## config.mk

```make
export PLATFORM = sky130hd
export DESIGN_NAME = iir_lowpass_with_output_clamp_core_flat
export DESIGN_NICKNAME = d
export VERILOG_FILES = /design/src/rtl/core/iirlp_pkg.sv /design/src/rtl/core/iirlp_in_if.sv /design/src/rtl/core/iirlp_out_if.sv /design/src/rtl/core/iir_lowpass_with_output_clamp_core.sv /design/src/rtl/core/iirlp_cfg.sv /design/src/rtl/core/iirlp_mac.sv /design/src/rtl/core/iirlp_ctrl.sv /design/src/flat_wrapper.sv
export SDC_FILE = /design/constraint.sdc
export NUM_CORES = 2
export LEC_CHECK = 0
export BUFFER_PORTS_ARGS = -buffer_cell sky130_fd_sc_hd__buf_2
export CAP_MARGIN = 10
export CORE_ASPECT_RATIO = 0.75
export CORE_MARGIN = 2
export CORE_UTILIZATION = 30
export DETAILED_ROUTE_END_ITERATION = 10
export MAX_ROUTING_LAYER = met4
export PLACE_DENSITY_LB_ADDON = 0.1
export SLEW_MARGIN = 20
export SYNTH_ARGS = -nofsm -noshare
export SYNTH_HDL_FRONTEND = slang
export SYNTH_SLANG_ARGS = --single-unit
```

## constraint.sdc

```tcl
create_clock -name clk -period 10.7 [get_ports clk]
set_clock_uncertainty 0.15 [all_clocks]
set_input_delay 1.07 -clock clk [delete_from_list [all_inputs] [get_ports clk]]
set_output_delay 1.07 -clock clk [all_outputs]
set_load 0.005 [all_outputs]
```

## src/rtl/core/iirlp_pkg.sv

```systemverilog
// ----------------------------------------------------------------------------
// iirlp_pkg
// types and constants of the iir low-pass core
// ----------------------------------------------------------------------------
package iirlp_pkg;

  localparam int X_W      = 16;
  localparam int COEF_W   = 24;
  localparam int Y_W      = 24;
  localparam int LIM_W    = 15;
  localparam int PROD_W   = 48;
  localparam int ACC_W    = 51;
  localparam int CFG_IDX_W = 4;
  localparam int CFG_DATA_W = 24;
  localparam int HIST_D   = 3;
  localparam int FRAC_SHIFT = 20;

  typedef logic signed [X_W-1:0]    sample_t;
  typedef logic signed [COEF_W-1:0] coef_t;
  typedef logic signed [Y_W-1:0]    yval_t;
  typedef logic signed [PROD_W-1:0] prod_t;
  typedef logic signed [ACC_W-1:0]  acc_t;
  typedef logic [LIM_W-1:0]         limit_t;
  typedef coef_t [3:0]              num_bank_t;
  typedef coef_t [3:1]              den_bank_t;

  localparam acc_t ACC_ROUND_BIAS = acc_t'(64'sd524288);
  localparam acc_t ACC_Y_MAX      = acc_t'(64'sd8388607);
  localparam acc_t ACC_Y_MIN      = acc_t'(-64'sd8388608);
  localparam limit_t LIMIT_RESET  = limit_t'(15'h7fff);

  typedef enum logic [CFG_IDX_W-1:0] {
    CFG_NUM0  = 4'd0,
    CFG_NUM1  = 4'd1,
    CFG_NUM2  = 4'd2,
    CFG_NUM3  = 4'd3,
    CFG_DEN1  = 4'd4,
    CFG_DEN2  = 4'd5,
    CFG_DEN3  = 4'd6,
    CFG_LIMIT = 4'd7
  } cfg_idx_t;

  typedef enum logic [2:0] {
    ST_IDLE,
    ST_MAC,
    ST_FLUSH,
    ST_ROUND,
    ST_EMIT
  } state_t;

  typedef struct packed {
    logic clr;
    logic en;
    logic sub;
  } mac_ctl_t;

endpackage

```

## src/rtl/core/iirlp_in_if.sv

```systemverilog
// ----------------------------------------------------------------------------
// iirlp_in_if
// sample channel, valid/ready handshake
// ----------------------------------------------------------------------------
interface iirlp_in_if import iirlp_pkg::*; ();
  logic    valid;
  logic    ready;
  sample_t sample_in;

  modport source (output valid, output sample_in, input ready);
  modport sink   (input valid, input sample_in, output ready);
endinterface

```

## src/rtl/core/iirlp_out_if.sv

```systemverilog
// ----------------------------------------------------------------------------
// iirlp_out_if
// filtered result channel, valid/ready handshake
// ----------------------------------------------------------------------------
interface iirlp_out_if import iirlp_pkg::*; ();
  logic    valid;
  logic    ready;
  sample_t filtered_out;

  modport source (output valid, output filtered_out, input ready);
  modport sink   (input valid, input filtered_out, output ready);
endinterface

```

## src/rtl/core/iir_lowpass_with_output_clamp_core.sv

```systemverilog
// ----------------------------------------------------------------------------
// iir_lowpass_with_output_clamp_core
// direct-form-i iir low-pass, order up to three, with symmetric output clamp
// ----------------------------------------------------------------------------
// One multiplier and accumulator is stepped through the taps: current input,
// then for each order k the k-th past input and the k-th past output. The
// product register is then drained, the sum is rounded and saturated to 24
// bits (this updates the histories) and clamped into the output register.
// in_ch.ready is high only while the core is idle, so the next sample is
// taken only after the last has gone through these steps. A finished result
// waits in the output register while the next sample is taken in; the core
// holds in its last cycle only if the previous result is still not taken.
// Coefficients are to be written through cfg_* while idle; the block itself
// does not enforce it. Indexes above 7 are ignored.
// ----------------------------------------------------------------------------
module iir_lowpass_with_output_clamp_core import iirlp_pkg::*; #(
  parameter int FILTER_ORDER = 3
) (
  input  logic                  clk,
  input  logic                  rst_n,
  iirlp_in_if.sink              in_ch,
  iirlp_out_if.source           out_ch,
  input  logic                  cfg_we,
  input  logic [CFG_IDX_W-1:0]  cfg_idx,
  input  logic [CFG_DATA_W-1:0] cfg_wdata
);

  num_bank_t num_coef;
  den_bank_t den_coef;
  limit_t    output_limit;
  mac_ctl_t  mac_ctl;
  coef_t     mac_opa;
  coef_t     mac_opc;
  acc_t      mac_acc;

  iirlp_cfg u_cfg (
    .clk          (clk),
    .rst_n        (rst_n),
    .cfg_we       (cfg_we),
    .cfg_idx      (cfg_idx),
    .cfg_wdata    (cfg_wdata),
    .num_coef     (num_coef),
    .den_coef     (den_coef),
    .output_limit (output_limit)
  );

  iirlp_mac u_mac (
    .clk   (clk),
    .rst_n (rst_n),
    .ctl   (mac_ctl),
    .opa   (mac_opa),
    .opc   (mac_opc),
    .acc   (mac_acc)
  );

  iirlp_ctrl #(
    .FILTER_ORDER (FILTER_ORDER)
  ) u_ctrl (
    .clk          (clk),
    .rst_n        (rst_n),
    .in_valid     (in_ch.valid),
    .in_ready     (in_ch.ready),
    .sample_in    (in_ch.sample_in),
    .out_valid    (out_ch.valid),
    .out_ready    (out_ch.ready),
    .filtered_out (out_ch.filtered_out),
    .num_coef     (num_coef),
    .den_coef     (den_coef),
    .output_limit (output_limit),
    .mac_ctl      (mac_ctl),
    .mac_opa      (mac_opa),
    .mac_opc      (mac_opc),
    .mac_acc      (mac_acc)
  );

endmodule

```

## src/rtl/core/iirlp_cfg.sv

```systemverilog
// ----------------------------------------------------------------------------
// iirlp_cfg
// coefficient and output limit register file
// ----------------------------------------------------------------------------
module iirlp_cfg import iirlp_pkg::*; (
  input  logic                  clk,
  input  logic                  rst_n,
  input  logic                  cfg_we,
  input  logic [CFG_IDX_W-1:0]  cfg_idx,
  input  logic [CFG_DATA_W-1:0] cfg_wdata,
  output num_bank_t             num_coef,
  output den_bank_t             den_coef,
  output limit_t                output_limit
);

  num_bank_t num_r;
  den_bank_t den_r;
  limit_t    lim_r;
  logic [1:0] den_sel;

  assign den_sel = 2'(cfg_idx - 4'd3);

  always_ff @(posedge clk) begin
    if (!rst_n) begin
      num_r <= '0;
      den_r <= '0;
      lim_r <= LIMIT_RESET;
    end else if (cfg_we) begin
      unique case (cfg_idx)
        CFG_NUM0, CFG_NUM1, CFG_NUM2, CFG_NUM3: begin
          num_r[cfg_idx[1:0]] <= coef_t'(cfg_wdata);
        end
        CFG_DEN1, CFG_DEN2, CFG_DEN3: begin
          den_r[den_sel] <= coef_t'(cfg_wdata);
        end
        CFG_LIMIT: begin
          lim_r <= cfg_wdata[LIM_W-1:0];
        end
        default: begin
        end
      endcase
    end
  end

  assign num_coef     = num_r;
  assign den_coef     = den_r;
  assign output_limit = lim_r;

endmodule

```

## src/rtl/core/iirlp_mac.sv

```systemverilog
// ----------------------------------------------------------------------------
// iirlp_mac
// shared multiply-accumulate unit, registered product then add/subtract
// ----------------------------------------------------------------------------
module iirlp_mac import iirlp_pkg::*; (
  input  logic     clk,
  input  logic     rst_n,
  input  mac_ctl_t ctl,
  input  coef_t    opa,
  input  coef_t    opc,
  output acc_t     acc
);

  prod_t prod_w;
  prod_t prod_r;
  logic  psub_r;
  logic  pvld_r;
  acc_t  acc_r;

  assign prod_w = opa * opc;

  always_ff @(posedge clk) begin
    if (!rst_n) begin
      pvld_r <= 1'b0;
    end else begin
      pvld_r <= ctl.en && !ctl.clr;
    end
  end

  always_ff @(posedge clk) begin
    if (ctl.en) begin
      prod_r <= prod_w;
      psub_r <= ctl.sub;
    end
  end

  always_ff @(posedge clk) begin
    if (ctl.clr) begin
      acc_r <= '0;
    end else if (pvld_r) begin
      if (psub_r) begin
        acc_r <= acc_r - acc_t'(prod_r);
      end else begin
        acc_r <= acc_r + acc_t'(prod_r);
      end
    end
  end

  assign acc = acc_r;

endmodule

```

## src/rtl/core/iirlp_ctrl.sv

```systemverilog
// ----------------------------------------------------------------------------
// iirlp_ctrl
// tap sequencer, histories, rounding, saturation and output clamp
// ----------------------------------------------------------------------------
module iirlp_ctrl import iirlp_pkg::*; #(
  parameter int FILTER_ORDER = 3
) (
  input  logic      clk,
  input  logic      rst_n,
  input  logic      in_valid,
  output logic      in_ready,
  input  sample_t   sample_in,
  output logic      out_valid,
  input  logic      out_ready,
  output sample_t   filtered_out,
  input  num_bank_t num_coef,
  input  den_bank_t den_coef,
  input  limit_t    output_limit,
  output mac_ctl_t  mac_ctl,
  output coef_t     mac_opa,
  output coef_t     mac_opc,
  input  acc_t      mac_acc
);

  localparam int LAST = 2 * FILTER_ORDER;
  localparam int SW   = $clog2(LAST + 1);

  state_t      state_r, state_nxt;
  logic [SW-1:0] step_r, step_nxt;
  sample_t     x_r;
  sample_t     xh_r [HIST_D];
  yval_t       yh_r [HIST_D];
  yval_t       y_r;
  logic        out_valid_r;
  sample_t     out_data_r;

  logic [SW:0] tap_w;
  logic [1:0]  tap;
  logic [1:0]  hidx;
  logic        is_den;
  acc_t        rsum;
  acc_t        rshift;
  yval_t       y_sat;
  yval_t       lim_pos;
  yval_t       lim_neg;
  sample_t     clamped;
  logic        in_acc;
  logic        emit_go;

  assign tap_w  = ((SW+1)'(step_r) + (SW+1)'(1)) >> 1;
  assign tap    = 2'(tap_w);
  assign hidx   = 2'(tap - 2'd1);
  assign is_den = (step_r != '0) && !step_r[0];

  always_comb begin
    if (step_r == '0) begin
      mac_opa = coef_t'(x_r);
      mac_opc = num_coef[0];
    end else if (is_den) begin
      mac_opa = yh_r[hidx];
      mac_opc = den_coef[tap];
    end else begin
      mac_opa = coef_t'(xh_r[hidx]);
      mac_opc = num_coef[tap];
    end
  end

  assign rsum   = mac_acc + ACC_ROUND_BIAS;
  assign rshift = rsum >>> FRAC_SHIFT;

  always_comb begin
    if (rshift > ACC_Y_MAX) begin
      y_sat = yval_t'(ACC_Y_MAX);
    end else if (rshift < ACC_Y_MIN) begin
      y_sat = yval_t'(ACC_Y_MIN);
    end else begin
      y_sat = yval_t'(rshift);
    end
  end

  assign lim_pos = yval_t'({1'b0, output_limit});
  assign lim_neg = -lim_pos;

  always_comb begin
    if (y_r > lim_pos) begin
      clamped = sample_t'(lim_pos);
    end else if (y_r < lim_neg) begin
      clamped = sample_t'(lim_neg);
    end else begin
      clamped = sample_t'(y_r);
    end
  end

  assign in_ready = (state_r == ST_IDLE);
  assign in_acc   = in_valid && in_ready;
  assign emit_go  = (state_r == ST_EMIT) && (!out_valid_r || out_ready);

  always_comb begin
    state_nxt   = state_r;
    step_nxt    = step_r;
    mac_ctl.clr = 1'b0;
    mac_ctl.en  = 1'b0;
    mac_ctl.sub = is_den;
    unique case (state_r)
      ST_IDLE: begin
        if (in_acc) begin
          mac_ctl.clr = 1'b1;
          step_nxt    = '0;
          state_nxt   = ST_MAC;
        end
      end
      ST_MAC: begin
        mac_ctl.en = 1'b1;
        if (step_r == SW'(LAST)) begin
          state_nxt = ST_FLUSH;
        end else begin
          step_nxt = step_r + SW'(1);
        end
      end
      ST_FLUSH: begin
        state_nxt = ST_ROUND;
      end
      ST_ROUND: begin
        state_nxt = ST_EMIT;
      end
      ST_EMIT: begin
        if (emit_go) begin
          state_nxt = ST_IDLE;
        end
      end
      default: begin
        state_nxt = ST_IDLE;
      end
    endcase
  end

  always_ff @(posedge clk) begin
    if (!rst_n) begin
      state_r     <= ST_IDLE;
      step_r      <= '0;
      out_valid_r <= 1'b0;
      for (int i = 0; i < HIST_D; i++) begin
        xh_r[i] <= '0;
        yh_r[i] <= '0;
      end
    end else begin
      state_r <= state_nxt;
      step_r  <= step_nxt;
      if (emit_go) begin
        out_valid_r <= 1'b1;
      end else if (out_ready) begin
        out_valid_r <= 1'b0;
      end
      if (state_r == ST_ROUND) begin
        xh_r[0] <= x_r;
        yh_r[0] <= y_sat;
        for (int i = 1; i < HIST_D; i++) begin
          xh_r[i] <= xh_r[i-1];
          yh_r[i] <= yh_r[i-1];
        end
      end
    end
  end

  always_ff @(posedge clk) begin
    if (in_acc) begin
      x_r <= sample_in;
    end
    if (state_r == ST_ROUND) begin
      y_r <= y_sat;
    end
    if (emit_go) begin
      out_data_r <= clamped;
    end
  end

  assign out_valid    = out_valid_r;
  assign filtered_out = out_data_r;

endmodule

```

## src/flat_wrapper.sv

```systemverilog
// flat-port wrapper written by rule: the top's interface ports become plain ports
module iir_lowpass_with_output_clamp_core_flat import iirlp_pkg::*;
#(
  parameter int FILTER_ORDER = 3
)
  (clk, rst_n, cfg_we, cfg_idx, cfg_wdata, in_ch_valid, in_ch_sample_in, in_ch_ready, out_ch_valid, out_ch_filtered_out, out_ch_ready);
  iirlp_in_if in_ch_i ();
  iirlp_out_if out_ch_i ();
  input  logic clk;
  input  logic rst_n;
  input  logic cfg_we;
  input  logic [CFG_IDX_W-1:0] cfg_idx;
  input  logic [CFG_DATA_W-1:0] cfg_wdata;
  input wire logic [$bits(in_ch_i.valid)-1:0] in_ch_valid;
  input wire logic [$bits(in_ch_i.sample_in)-1:0] in_ch_sample_in;
  output wire logic [$bits(in_ch_i.ready)-1:0] in_ch_ready;
  output wire logic [$bits(out_ch_i.valid)-1:0] out_ch_valid;
  output wire logic [$bits(out_ch_i.filtered_out)-1:0] out_ch_filtered_out;
  input wire logic [$bits(out_ch_i.ready)-1:0] out_ch_ready;
  assign in_ch_i.valid = in_ch_valid;
  assign in_ch_i.sample_in = in_ch_sample_in;
  assign in_ch_ready = in_ch_i.ready;
  assign out_ch_valid = out_ch_i.valid;
  assign out_ch_filtered_out = out_ch_i.filtered_out;
  assign out_ch_i.ready = out_ch_ready;
  iir_lowpass_with_output_clamp_core #(.FILTER_ORDER(FILTER_ORDER)) u_core (.clk(clk), .rst_n(rst_n), .in_ch(in_ch_i), .out_ch(out_ch_i), .cfg_we(cfg_we), .cfg_idx(cfg_idx), .cfg_wdata(cfg_wdata));
endmodule
```

==> metrics.cfg <==
[run_status]
status=completed

[critical_path]
cp_slowest_cell=o31ai_1
setup.worst_path.start_class=flop
setup.worst_path.class=flop to flop
crit_fanout=15
slowest_delay_ns=0.78
worst_path_most_repeated_cell=fa_1
worstPathRequired_ns=10.96
critPathCaptureType=flop
arrival_ns=10.37
r2r_setup_slack_ns=0.59

[synthesis]
synth_edf_count=225
syn_inst=5105
async_reset_ff_share_pct=0
yosys_warnings=0
synth_top_area_cell=fa_1
synth_flop_cell=dfxtp_1
synth_area_mm2=0.0464
seq_area_frac_synth_pct=25.0
avgSynthCellArea_um2=9.09
synth.most_common_cell=nand2_1
post_synth_num_cell_types=88
ys_seq_elements=467
synth.net_count=5990
yosys-top-cells-area=fa_1 26%, edfxtp_1 15%, dfxtp_1 10%
synth_commonest_cells=852 x nand2_1, 687 x inv_1, 608 x fa_1
synth_top_area_share_pct=26.2

[placed_design]
place_congestion=0.894
placedCellCount=7025
hpwlAfterDp_um=127000
portBuffers=66

[cts]
root_buffer=clkbuf_16
clk_pin_slew_ns=0.06
worstSkewPairLatency_ns=0.67
numCtsBuffers=54
ctsResizeCount=0
cts.sinks=467
cts.path.max_buffers=3
cts_tree=done
h-tree-depth=2
ctsHoldBuffers=0
post_cts_buffers=0

[die]
die_w_um=458
start_util_pct=30.3
coreArea_mm2=0.153
row_count=124
die_h_um=345
dieArea_mm2=0.158
io_pins=67

[grt]
grt_pass1_vias=35970
grt_pass1_wl_um=250000
grt_max_degree=110
grtUsageTotal_pct=21.9
grt_antenna_before_repair=2
gr-total-overflow=0

[detailed_routing]
drc_errors=0
drt-total-wl_um=166000
wl_per_cell_um=23.2
ant_nets=0
first_pass_iters=5
viasPerCell=4.95
vias=35255
drt_iter0_markers=3023

[sta]
finalCritPeriodShare_pct=94.5
period_minus_slack_ns=10.11
fmax_ghz=0.0989
rsz0062_at_grt=false
tightest_slew_ns=1.09
setup_viol=0
hold_viol=0
relSlewSlack_pct=27.5
maxSlewViolCount=0
finalSetupTns_ns=0

[power]
p_leak_uw=0.0227
vdd_drop_max_mv=0.130
finalPower_uw=9130
power_density_mw_per_mm2=179

[job]
maxCapViolCount=0

[cells_and_area]
fill_cells=15926
nets=5950
final_layout_size_suffix_gt1_share_pct=7.42
area_growth_pct=10.0
fin_cells=7128

[worst_hold_path]
min_path_type=flop to flop

==> final timing paths <==
path	start	endpoint	cells after the start
worst max-delay path	u_core.u_ctrl.step_r[0]	u_core.u_mac.prod_r[46]	30
worst min-delay path	u_core.u_cfg.num_coef[64]	u_core.u_cfg.num_coef[64]	2
worst max register to register	u_core.u_ctrl.step_r[0]	u_core.u_mac.prod_r[46]	30
worst min register to register	u_core.u_cfg.num_coef[64]	u_core.u_cfg.num_coef[64]	2
==> cell usage in the layout, fill, tap and decap left out, types with 54 or more instances in the layout <==
cell type  count
a21boi_0     173
a21o_1        62
a21oi_1      155
and2_1        70
and3_1       112
buf_2         65
buf_4        121
clkbuf_16     54
dfxtp_1      241
edfxtp_1     225
fa_1         608
ha_1         227
inv_1        686
mux2i_1      107
nand2_1      851
nor2_1       457
o21ai_0       99
xnor2_1      129
==> where the power goes <==
group          internal, uW  switching, uW
Combinational          1690           3010
Clock                  1100            848
Sequential             2170            311
==> critical path, delay by kind of cell (launching register included) <==
kind	cells	cell delay, ns
AOI/OAI and AO/OA	6	2.28
xor gates and xnor gates	2	0.39
adders and majority gates	9	4.59
buffers and inverters	7	0.81
DFF	1	0.39
muxes	2	0.57
and+or+nand+nor	4	0.65
==> cell families (layout without fill, tap and decap cells) <==
logic type / Yosys count / after routing / synth area share (%)
and+or+nand+nor: 1773 / 1773 / 17.0
DFF: 467 / 467 / 25.0
adders and majority gates: 836 / 836 / 32.4
muxes: 127 / 127 / 3.16
buffers and inverters: 972 / 976 / 8.19
AOI/OAI and AO/OA: 747 / 747 / 10.8
other: 0 / 3 / 0
xor gates and xnor gates: 183 / 183 / 3.47
==> metal layers <==
| metal | GRT usage, % | share of wire (%) |
|---|---|---|
| met2 | 30.9 | 41 |
| met1 | 33.0 | 51 |
| met3 | 3.55 | 6.0 |
| met5 | - | 0 |
| met4 | 3.67 | 1.9 |
==> flip-flops by register name, indices dropped and copies added, names as in the netlist <==
name	cells
u_core.u_ctrl.state_r	3
u_core.u_mac.acc	51
u_core.u_ctrl.y_r	24
u_core.u_cfg.num_coef	96
u_core.u_mac.psub_r	1
u_core.u_ctrl.yh_r	72
u_core.u_mac.prod_r	48
u_core.u_ctrl.x_r	16
u_core.u_ctrl.xh_r	48
u_core.u_mac.pvld_r	1
u_core.u_cfg.output_limit	15
u_core.u_ctrl.out_valid	1
u_core.u_ctrl.filtered_out	16
u_core.u_cfg.den_coef	72
u_core.u_ctrl.step_r	3
==> final cells by class <==
class	instances	area, um2	area share (%)
diodes	3	7.51	0.0147
repair buffers	188	1260	2.48
inverters	688	2580	5.06
clock buffers	71	1510	2.97
flip-flops and latches	467	11600	22.7
multi-input cells	3666	31200	61.2
well taps	2016	2520	4.94
clock inverters	29	290	0.569
==> through the flow <==
step	hold slack, ns	setup slack [ns]	instance area (um2)	util [%]
2_1_floorplan	0.290	0.802	46400	-
3_3_place_gp	0.301	0.515	49200	32.2
3_5_place_dp	0.306	0.574	49200	32.2
4_1_cts	0.315	0.511	51000	33.3
5_1_grt	0.336	0.0163	51000	33.4
6_report	0.311	0.586	51000	33.4
(Power assumes the default switching activity.)
